## config.mk

```make
export PLATFORM = sky130hd
export DESIGN_NAME = first_fit_allocator_defrag
export DESIGN_NICKNAME = d
export VERILOG_FILES = /design/src/ffa_pkg.sv /design/src/first_fit_allocator_defrag.sv /design/src/ffa_ram.sv /design/src/ffa_ctrl.sv
export VERILOG_INCLUDE_DIRS = /design/src /design/src/src
export SDC_FILE = /design/constraint.sdc
export NUM_CORES = 2
export LEC_CHECK = 0
export BUFFER_PORTS_ARGS = -buffer_cell sky130_fd_sc_hd__buf_2
export CAP_MARGIN = 20
export CELL_PAD_IN_SITES_DETAIL_PLACEMENT = 0
export CELL_PAD_IN_SITES_GLOBAL_PLACEMENT = 2
export CORE_MARGIN = 8
export CORE_UTILIZATION = 38
export CTS_BUF_LIST = sky130_fd_sc_hd__clkbuf_8
export DETAILED_ROUTE_END_ITERATION = 10
export HOLD_SLACK_MARGIN = 0.08
export PLACE_DENSITY_LB_ADDON = 0.1
export SYNTH_ARGS = -nofsm -noshare
export SYNTH_HDL_FRONTEND = slang
export SYNTH_SLANG_ARGS = --single-unit
```

## constraint.sdc

```tcl
create_clock -name clk -period 7.9 [get_ports clk]
set_input_delay 0.79 -clock clk [delete_from_list [all_inputs] [get_ports clk]]
set_output_delay 0.79 -clock clk [all_outputs]
set_load 0.1 [all_outputs]
```

## src/first_fit_allocator_defrag_macros.svh

```systemverilog
// Assertion macros used by the allocator RTL.
// Included by the controller, which carries the concurrent checks; no other dependencies.
`ifndef FIRST_FIT_ALLOCATOR_DEFRAG_MACROS_SVH
`define FIRST_FIT_ALLOCATOR_DEFRAG_MACROS_SVH
`ifndef SYNTHESIS
// Check that holds outside reset.
`define FFA_ASSERT(label, clk, rst, prop, msg) \
  label: assert property (@(posedge clk) disable iff (rst) prop) else $error(msg);
// Check that holds at every edge, reset included.
`define FFA_ASSERT_ALWAYS(label, clk, prop, msg) \
  label: assert property (@(posedge clk) prop) else $error(msg);
`else
`define FFA_ASSERT(label, clk, rst, prop, msg)
`define FFA_ASSERT_ALWAYS(label, clk, prop, msg)
`endif
`endif

```

## src/ffa_pkg.sv

```systemverilog
// Shared types and codes of the first-fit allocator.
// No dependencies; used by the controller and the top level.
package ffa_pkg;

  localparam int KIND_W   = 2;
  localparam int SIZE_W   = 8;
  localparam int FIELD_W  = 16;
  localparam int STATUS_W = 3;
  localparam int UNITS_W  = 8;

  localparam logic [UNITS_W-1:0] UNITS_RESET = 8'd100;

  localparam logic [KIND_W-1:0] KIND_ALLOC = 2'd0;
  localparam logic [KIND_W-1:0] KIND_ERASE = 2'd1;

  localparam logic [STATUS_W-1:0] STATUS_ALLOC   = 3'd0;
  localparam logic [STATUS_W-1:0] STATUS_FAIL    = 3'd1;
  localparam logic [STATUS_W-1:0] STATUS_ERASED  = 3'd2;
  localparam logic [STATUS_W-1:0] STATUS_ILLEGAL = 3'd3;
  localparam logic [STATUS_W-1:0] STATUS_DEFRAG  = 3'd4;

  typedef enum logic [2:0] {
    S_CLEAR,
    S_IDLE,
    S_A_SCAN,
    S_A_FILL,
    S_E_SCAN,
    S_D_SCAN,
    S_D_ZERO
  } state_t;

  typedef struct packed {
    logic                done;
    logic [STATUS_W-1:0] status;
    logic [FIELD_W-1:0]  block_id;
  } res_t;

endpackage

```

## src/first_fit_allocator_defrag.sv

```systemverilog
// First-fit cell allocator with compaction; one owner map RAM, one sequencer.
// Allocate scans the usable cells for a free run and fills it; erase scans every cell;
// defragment packs owned cells down, then zeroes the rest; quick failures skip the scan.
// One item at a time: start is taken only while idle, which includes the cycle of done.
// done pulses once per result and the receiver cannot stall; the map ports set pace.
// After rst the map is cleared one cell a cycle, with busy high until it is done.
module first_fit_allocator_defrag #(
  parameter int MEM_CELLS = 128,
  parameter int ID_WIDTH  = 16
) (
  input  logic                          clk,
  input  logic                          rst,
  input  logic                          start,
  output logic                          busy,
  input  logic [ffa_pkg::KIND_W-1:0]    kind,
  input  logic [ffa_pkg::SIZE_W-1:0]    alloc_size,
  input  logic [ffa_pkg::FIELD_W-1:0]   erase_id,
  input  logic                          cfg_valid,
  output logic                          cfg_ready,
  input  logic [ffa_pkg::UNITS_W-1:0]   cfg_data,
  output logic                          done,
  output logic [ffa_pkg::STATUS_W-1:0]  status,
  output logic [ffa_pkg::FIELD_W-1:0]   block_id
);

  localparam int AW = (MEM_CELLS > 1) ? $clog2(MEM_CELLS) : 1;

  logic [ffa_pkg::UNITS_W-1:0] memory_units;
  ffa_pkg::res_t               res;
  logic                        ram_we;
  logic [AW-1:0]               ram_waddr;
  logic [ID_WIDTH-1:0]         ram_wdata;
  logic                        ram_re;
  logic [AW-1:0]               ram_raddr;
  logic [ID_WIDTH-1:0]         ram_rdata;

  assign cfg_ready = 1'b1;

  always_ff @(posedge clk) begin
    if (rst) begin
      memory_units <= ffa_pkg::UNITS_RESET;
    end else if (cfg_valid && cfg_ready) begin
      memory_units <= cfg_data;
    end
  end

  ffa_ctrl #(
    .MEM_CELLS (MEM_CELLS),
    .ID_WIDTH  (ID_WIDTH),
    .AW        (AW)
  ) u_ctrl (
    .clk          (clk),
    .rst          (rst),
    .start        (start),
    .busy         (busy),
    .kind         (kind),
    .alloc_size   (alloc_size),
    .erase_id     (erase_id),
    .memory_units (memory_units),
    .res          (res),
    .ram_we       (ram_we),
    .ram_waddr    (ram_waddr),
    .ram_wdata    (ram_wdata),
    .ram_re       (ram_re),
    .ram_raddr    (ram_raddr),
    .ram_rdata    (ram_rdata)
  );

  ffa_ram #(
    .WIDTH (ID_WIDTH),
    .DEPTH (MEM_CELLS),
    .AW    (AW)
  ) u_map (
    .clk   (clk),
    .we    (ram_we),
    .waddr (ram_waddr),
    .wdata (ram_wdata),
    .re    (ram_re),
    .raddr (ram_raddr),
    .rdata (ram_rdata)
  );

  assign done     = res.done;
  assign status   = res.status;
  assign block_id = res.block_id;

endmodule

```

## src/ffa_ram.sv

```systemverilog
// Generic single-clock RAM, one write port and one registered read port.
// No dependencies.
module ffa_ram #(
  parameter int WIDTH = 16,
  parameter int DEPTH = 128,
  parameter int AW    = (DEPTH > 1) ? $clog2(DEPTH) : 1
) (
  input  logic             clk,
  input  logic             we,
  input  logic [AW-1:0]    waddr,
  input  logic [WIDTH-1:0] wdata,
  input  logic             re,
  input  logic [AW-1:0]    raddr,
  output logic [WIDTH-1:0] rdata
);

  logic [WIDTH-1:0] mem [0:DEPTH-1];

  always_ff @(posedge clk) begin
    if (we) begin
      mem[waddr] <= wdata;
    end
    if (re) begin
      rdata <= mem[raddr];
    end
  end

endmodule

```

## src/ffa_ctrl.sv

```systemverilog
// Sequencer of the allocator: clear pass, first-fit scan and fill, erase, compaction.
// Depends on ffa_pkg and the assertion macros; drives the owner map RAM.
`include "first_fit_allocator_defrag_macros.svh"
module ffa_ctrl #(
  parameter int MEM_CELLS = 128,
  parameter int ID_WIDTH  = 16,
  parameter int AW        = (MEM_CELLS > 1) ? $clog2(MEM_CELLS) : 1
) (
  input  logic                           clk,
  input  logic                           rst,
  input  logic                           start,
  output logic                           busy,
  input  logic [ffa_pkg::KIND_W-1:0]     kind,
  input  logic [ffa_pkg::SIZE_W-1:0]     alloc_size,
  input  logic [ffa_pkg::FIELD_W-1:0]    erase_id,
  input  logic [ffa_pkg::UNITS_W-1:0]    memory_units,
  output ffa_pkg::res_t                  res,
  output logic                           ram_we,
  output logic [AW-1:0]                  ram_waddr,
  output logic [ID_WIDTH-1:0]            ram_wdata,
  output logic                           ram_re,
  output logic [AW-1:0]                  ram_raddr,
  input  logic [ID_WIDTH-1:0]            ram_rdata
);

  localparam int CNTW = $clog2(MEM_CELLS + 1);
  localparam int LW   = (CNTW > ffa_pkg::UNITS_W) ? CNTW : ffa_pkg::UNITS_W;
  localparam int MW   = (ID_WIDTH > ffa_pkg::FIELD_W) ? ID_WIDTH : ffa_pkg::FIELD_W;
  localparam logic [CNTW-1:0] CELLS = CNTW'(MEM_CELLS);

  ffa_pkg::state_t state, state_next;
  ffa_pkg::res_t   res_next;

  logic [CNTW-1:0]              cnt, cnt_next;
  logic [CNTW-1:0]              wptr, wptr_next;
  logic [CNTW-1:0]              run, run_next;
  logic [AW-1:0]                fill_end, fill_end_next;
  logic [AW-1:0]                rd_idx, rd_idx_next;
  logic                         rd_valid, rd_valid_next;
  logic                         hit, hit_next;
  logic [ID_WIDTH:0]            next_id, next_id_next;
  logic [ffa_pkg::SIZE_W-1:0]   size_q, size_next;
  logic [ffa_pkg::FIELD_W-1:0]  target_q, target_next;

  logic [LW-1:0]   lim_ext;
  logic [CNTW-1:0] lim;
  logic [LW-1:0]   first_ext;
  logic [MW-1:0]   id_ext;
  logic [MW-1:0]   data_ext;
  logic [MW-1:0]   target_ext;
  logic            scan_end_lim;
  logic            scan_end_all;

  // Allocation searches only the usable cells; the register may exceed the capacity.
  assign lim_ext = (LW'(memory_units) < LW'(MEM_CELLS)) ? LW'(memory_units) : LW'(MEM_CELLS);
  assign lim     = lim_ext[CNTW-1:0];

  assign first_ext  = LW'(rd_idx) + LW'(1) - LW'(size_q);
  assign id_ext     = MW'(next_id[ID_WIDTH-1:0]);
  assign data_ext   = MW'(ram_rdata);
  assign target_ext = MW'(target_q);

  assign scan_end_lim = (cnt == lim) && !rd_valid;
  assign scan_end_all = (cnt == CELLS) && !rd_valid;

  assign busy      = (state != ffa_pkg::S_IDLE);
  assign ram_raddr = cnt[AW-1:0];

  always_ff @(posedge clk) begin
    if (rst) begin
      state    <= ffa_pkg::S_CLEAR;
      wptr     <= '0;
      rd_valid <= 1'b0;
      next_id  <= (ID_WIDTH + 1)'(1);
      res      <= '0;
    end else begin
      state    <= state_next;
      wptr     <= wptr_next;
      rd_valid <= rd_valid_next;
      next_id  <= next_id_next;
      res      <= res_next;
    end
  end

  always_ff @(posedge clk) begin
    cnt      <= cnt_next;
    run      <= run_next;
    fill_end <= fill_end_next;
    rd_idx   <= rd_idx_next;
    hit      <= hit_next;
    size_q   <= size_next;
    target_q <= target_next;
  end

  always_comb begin
    state_next    = state;
    cnt_next      = cnt;
    wptr_next     = wptr;
    run_next      = run;
    fill_end_next = fill_end;
    hit_next      = hit;
    next_id_next  = next_id;
    size_next     = size_q;
    target_next   = target_q;
    rd_valid_next = 1'b0;
    rd_idx_next   = cnt[AW-1:0];
    res_next      = '0;
    ram_re        = 1'b0;
    ram_we        = 1'b0;
    ram_waddr     = wptr[AW-1:0];
    ram_wdata     = '0;

    case (state)
      ffa_pkg::S_CLEAR: begin
        ram_we = 1'b1;
        if (wptr == CNTW'(MEM_CELLS - 1)) begin
          wptr_next  = '0;
          state_next = ffa_pkg::S_IDLE;
        end else begin
          wptr_next = wptr + CNTW'(1);
        end
      end

      ffa_pkg::S_IDLE: begin
        if (start) begin
          size_next   = alloc_size;
          target_next = erase_id;
          cnt_next    = '0;
          run_next    = '0;
          hit_next    = 1'b0;
          wptr_next   = '0;
          case (kind)
            ffa_pkg::KIND_ALLOC: begin
              if ((alloc_size == '0) || next_id[ID_WIDTH]) begin
                res_next.done   = 1'b1;
                res_next.status = ffa_pkg::STATUS_FAIL;
              end else begin
                state_next = ffa_pkg::S_A_SCAN;
              end
            end
            ffa_pkg::KIND_ERASE: begin
              if (erase_id == '0) begin
                res_next.done   = 1'b1;
                res_next.status = ffa_pkg::STATUS_ILLEGAL;
              end else begin
                state_next = ffa_pkg::S_E_SCAN;
              end
            end
            default: begin
              state_next = ffa_pkg::S_D_SCAN;
            end
          endcase
        end
      end

      ffa_pkg::S_A_SCAN: begin
        if (cnt < lim) begin
          ram_re        = 1'b1;
          rd_valid_next = 1'b1;
          cnt_next      = cnt + CNTW'(1);
        end
        if (rd_valid && (ram_rdata == '0)) begin
          run_next = run + CNTW'(1);
          if (LW'(run) + LW'(1) >= LW'(size_q)) begin
            // The run ending at this cell is long enough; claim its last size_q cells.
            fill_end_next = rd_idx;
            wptr_next     = first_ext[CNTW-1:0];
            state_next    = ffa_pkg::S_A_FILL;
          end
        end else if (rd_valid) begin
          run_next = '0;
        end else if (scan_end_lim) begin
          res_next.done   = 1'b1;
          res_next.status = ffa_pkg::STATUS_FAIL;
          state_next      = ffa_pkg::S_IDLE;
        end
      end

      ffa_pkg::S_A_FILL: begin
        ram_we    = 1'b1;
        ram_wdata = next_id[ID_WIDTH-1:0];
        if (wptr[AW-1:0] == fill_end) begin
          res_next.done     = 1'b1;
          res_next.status   = ffa_pkg::STATUS_ALLOC;
          res_next.block_id = id_ext[ffa_pkg::FIELD_W-1:0];
          next_id_next      = next_id + (ID_WIDTH + 1)'(1);
          state_next        = ffa_pkg::S_IDLE;
        end else begin
          wptr_next = wptr + CNTW'(1);
        end
      end

      ffa_pkg::S_E_SCAN: begin
        if (cnt < CELLS) begin
          ram_re        = 1'b1;
          rd_valid_next = 1'b1;
          cnt_next      = cnt + CNTW'(1);
        end
        if (rd_valid && (data_ext == target_ext)) begin
          ram_we    = 1'b1;
          ram_waddr = rd_idx;
          hit_next  = 1'b1;
        end
        if (scan_end_all) begin
          res_next.done   = 1'b1;
          res_next.status = hit ? ffa_pkg::STATUS_ERASED : ffa_pkg::STATUS_ILLEGAL;
          state_next      = ffa_pkg::S_IDLE;
        end
      end

      ffa_pkg::S_D_SCAN: begin
        if (cnt < CELLS) begin
          ram_re        = 1'b1;
          rd_valid_next = 1'b1;
          cnt_next      = cnt + CNTW'(1);
        end
        // The write pointer never passes the cell just read, so no read sees a moved cell.
        if (rd_valid && (ram_rdata != '0)) begin
          ram_we    = 1'b1;
          ram_wdata = ram_rdata;
          wptr_next = wptr + CNTW'(1);
        end
        if (scan_end_all) begin
          state_next = ffa_pkg::S_D_ZERO;
        end
      end

      ffa_pkg::S_D_ZERO: begin
        if (wptr == CELLS) begin
          res_next.done   = 1'b1;
          res_next.status = ffa_pkg::STATUS_DEFRAG;
          state_next      = ffa_pkg::S_IDLE;
        end else begin
          ram_we    = 1'b1;
          wptr_next = wptr + CNTW'(1);
        end
      end

      default: begin
        state_next = ffa_pkg::S_IDLE;
      end
    endcase
  end

  `FFA_ASSERT(a_done_after_work, clk, rst, res.done |-> $past(state != ffa_pkg::S_IDLE) || $past(start), "result without a transfer")
  `FFA_ASSERT(a_id_only_on_alloc, clk, rst, (res.done && (res.status != ffa_pkg::STATUS_ALLOC)) |-> (res.block_id == '0), "block id on non-allocation result")
  `FFA_ASSERT(a_fill_in_run, clk, rst, (state == ffa_pkg::S_A_FILL) |-> (wptr[AW-1:0] <= fill_end), "fill pointer past end of run")
  `FFA_ASSERT(a_no_rw_collision, clk, rst, (ram_we && ram_re) |-> (ram_waddr != ram_raddr), "read and write of the same cell")
  `FFA_ASSERT(a_idle_no_write, clk, rst, (state == ffa_pkg::S_IDLE) |-> !ram_we, "owner map written while idle")

endmodule
```

==> results.md <==
- Mapped Cells: 4,393
- Ports: 60
- Max Fanout on Critical Path: 88
- Remaining DRCs: 0
- Total CTS buffers: a little under 400
- Final setup fails: 0
- Initial Util: 0.382
- Hold path depth: 4
- Area contributors post-synth: edfxtp_1 (74%), mux4_2 (10%), mux2i_1 (3.1%)
- Nets: between 4,000 and 5,000
- Final Hold Fails: 0
- Vias in the first global route: around 47,000
- Die width: 492 um
- Die ar.: around 240,000 um2
- Yosys warns: 0
- Total global routing overflow: 0
- Synth Cell Area: 86,000 um2
- Asr flop ratio synth: 0
- Input/output buffers: 58
- CTS tree: built
- Status: finished, final reports clean
- GP Congestion: 0.818
- Max VDD drop: between 0.1 and 0.15 mV
- Startpoint Class: register
- Cells on worst reg2reg path: 8
- Hold Path Class: input pin to register
- Critical path class: register to register
- Clock Sinks: 2,176
- # rows: 174
- Netlist cell types: 87
- Clock skew: ~0.12 ns
- Hold Buf Count CTS: approximately 40
- Fmax: around 220 MHz
- Most used cell, CP: buf_4
- Synth Area per Inst: 19.6 um2
- Drt first pass iters: 5
- WP buf/inv: 3
- HP Start: kind[1]
- Wire per inst: ~35 um
- Final HPWL DP: 173,000 um
- Layout cells sized above 1: 0.264
- DRC marker count from the first detailed-route iteration: 5,314
- CP startpoint: u_ctrl.cnt[0]
- Reg-to-reg startpoint: u_ctrl.cnt[0]
- Clock transition at path regs: 0.06 ns
- Min Tclk post-route: 4.62 ns
- CP arrival: 5.38 ns
- Actual slew at the worst max-slew pin: ~1.2 ns
- Yosys reg bits: 2,176
- Final Hold Slack: 0.244 ns
- H-Tree Depth: 5
- Commonest cells in the netlist: edfxtp_1 (2,112), mux4_2 (385), mux2i_1 (270)
- Gr usage total: 0.231
- Largest area contributor in the netlist: edfxtp_1
- CP cell instances: buf_4 -> buf_12 -> mux4_2 -> mux2i_1 -> o32ai_1 -> buf_4 -> a211oi_2 -> a21oi_1
- Tcrit/Tclk final: 0.585
- Power Dens Cells: 225 nW/um2
- Setup repair bufs after CTS: 0
- R2r setup slk: 3.28 ns
- Sequential share of the synthesized area: 0.753
- Max Cap Violations: 0
- Synthesized net count: 4,467
- Rel. slew slack: 0.204
- Critical path's largest stage delay: between 0.7 and 0.8 ns
- Detailed Route WL: about 290,000 um
- Clk buf depth: 4
- Post-synth top flop: edfxtp_1
- Initial antenna violation count: 17
- Hold Crit Endpoint: u_ctrl.state[0]
- Detail Route Antenna Nets: 0
- Vias/cell: 5.72
- Synth top area share: 0.738
- Die Ht: 492 um
- Leak: 0.0305 uW
- Vias: about 47,000
- Data required time of the worst path: 8.67 ns
- CP max-delay cell: edfxtp_1
- Crit. End Element: register
- Final TNS setup: 0 ns
- Core Region: 225,000 um2
- CTS root buf: clkbuf_8
- Clock Latency Late Sink: 1.13 ns
- Largest net degree at the start of global routing: 129
- Max Slew Vio Count: 0
- Stages on the worst setup path: 8
- Delay-heaviest family, CP: buffers and inverters
- EDFF count, synth: 2,112
- Synth-to-Final Area Change: 14.6%
- RSZ-0062 raised after global routing: false
- Number of gates resized after cts: 0
- Count leader, synth: edfxtp_1
- R2R Path End: u_map.rdata[6]
- First-pass GRT wire length: just under 400,000 um
==> per-stage QoR <==
step,utilization,setup slack (ns),std cells,cell area (um2),power (uW)
4_1_cts,0.438,3.22,8178,98500,22400
2_1_floorplan,-,0.597,4393,86000,12800
3_5_place_dp,0.406,3.30,7458,91200,12900
6_report,0.438,3.28,8183,98500,22200
3_3_place_gp,0.405,2.75,7450,91200,12900
5_1_grt,0.438,3.07,8181,98500,22900
==> logic make-up after synthesis <==
group / Yosys count / share of synthesized area
xor gates and xnor gates: 52 / 0.00530
muxes: 685 / 0.136
adders and majority gates: 36 / 0.00533
AOI/OAI and AO/OA: 550 / 0.0459
and+or+nand+nor: 606 / 0.0350
DFF: 2176 / 0.753
other: 1 / 0.0000436
buffers and inverters: 287 / 0.0195
==> worst max path at each step <==
stage / to / slack, ns
after detailed placement: u_map.rdata[9] / 3.30
after floorplan: u_map.mem[0][15] / 0.60
after CTS: u_map.rdata[9] / 3.22
after global routing: u_map.rdata[9] / 3.07
final: u_map.rdata[6] / 3.28
after global placement: u_map.rdata[6] / 2.75
==> routing by layer <==
layer,routed length (um),GRT usage
met1,127000,0.333
met2,133000,0.364
met3,19600,0.0415
met4,6310,0.0569
met5,0,0
==> sequential cells by signal, summed over array words and instances (netlist names) <==
register,flops
memory_units,8
u_ctrl.cnt,8
u_ctrl.fill_end,7
u_ctrl.hit,1
u_ctrl.next_id,17
u_ctrl.rd_idx,7
u_ctrl.rd_valid,1
u_ctrl.res,20
u_ctrl.run,8
u_ctrl.size_q,8
u_ctrl.state,3
u_ctrl.target_ext,16
u_ctrl.wptr,8
u_map.mem,2048
u_map.rdata,16
==> tightest hold or removal path: stages <==
cell	delay [ns]
buf_2	0.13
a21oi_1	0.16
a31o_2	0.16
a21oi_1	0.03
==> cell usage in the layout (no fill, tap or decap), types with 22 or more instances in the layout <==
master            n
xnor2_1          35
inv_1           164
a221oi_1         22
edfxtp_1       2112
a211oi_1         38
o21ai_0          35
a22oi_1          81
mux2_2           26
nor3_2           56
nand4_1          26
dfxtp_1          64
buf_2            59
clkinv_1         83
nor2_1          138
ha_1             35
o22ai_1          58
o221ai_1         51
nor3_1           53
a21oi_1         102
dlygate4sd3_1    41
clkinv_2         50
buf_4           252
nor2b_1          29
nand3_1          47
mux4_2          385
nand2_1          98
nor2_2           42
mux2i_1         268
clkbuf_8        403
a22o_1           23
==> where the power goes <==
group	switching [uW]	internal [uW]
clock network	4610	4890
logic	116	57.6
registers	12.3	12500
total	4740	17500
==> final cells by class <==
type                    instances  area (um2)
fillers                     19587      126000
flip-flops and latches       2176       64700
multi-input cells            1930       20200
clock buffers                 403        5550
well taps                    2992        3740
repair buffers                367        2860
clock inverters               276        1300
inverters                      36         135
diodes                          3        7.51
No activity file was read; power rests on OpenSTA's default activity.
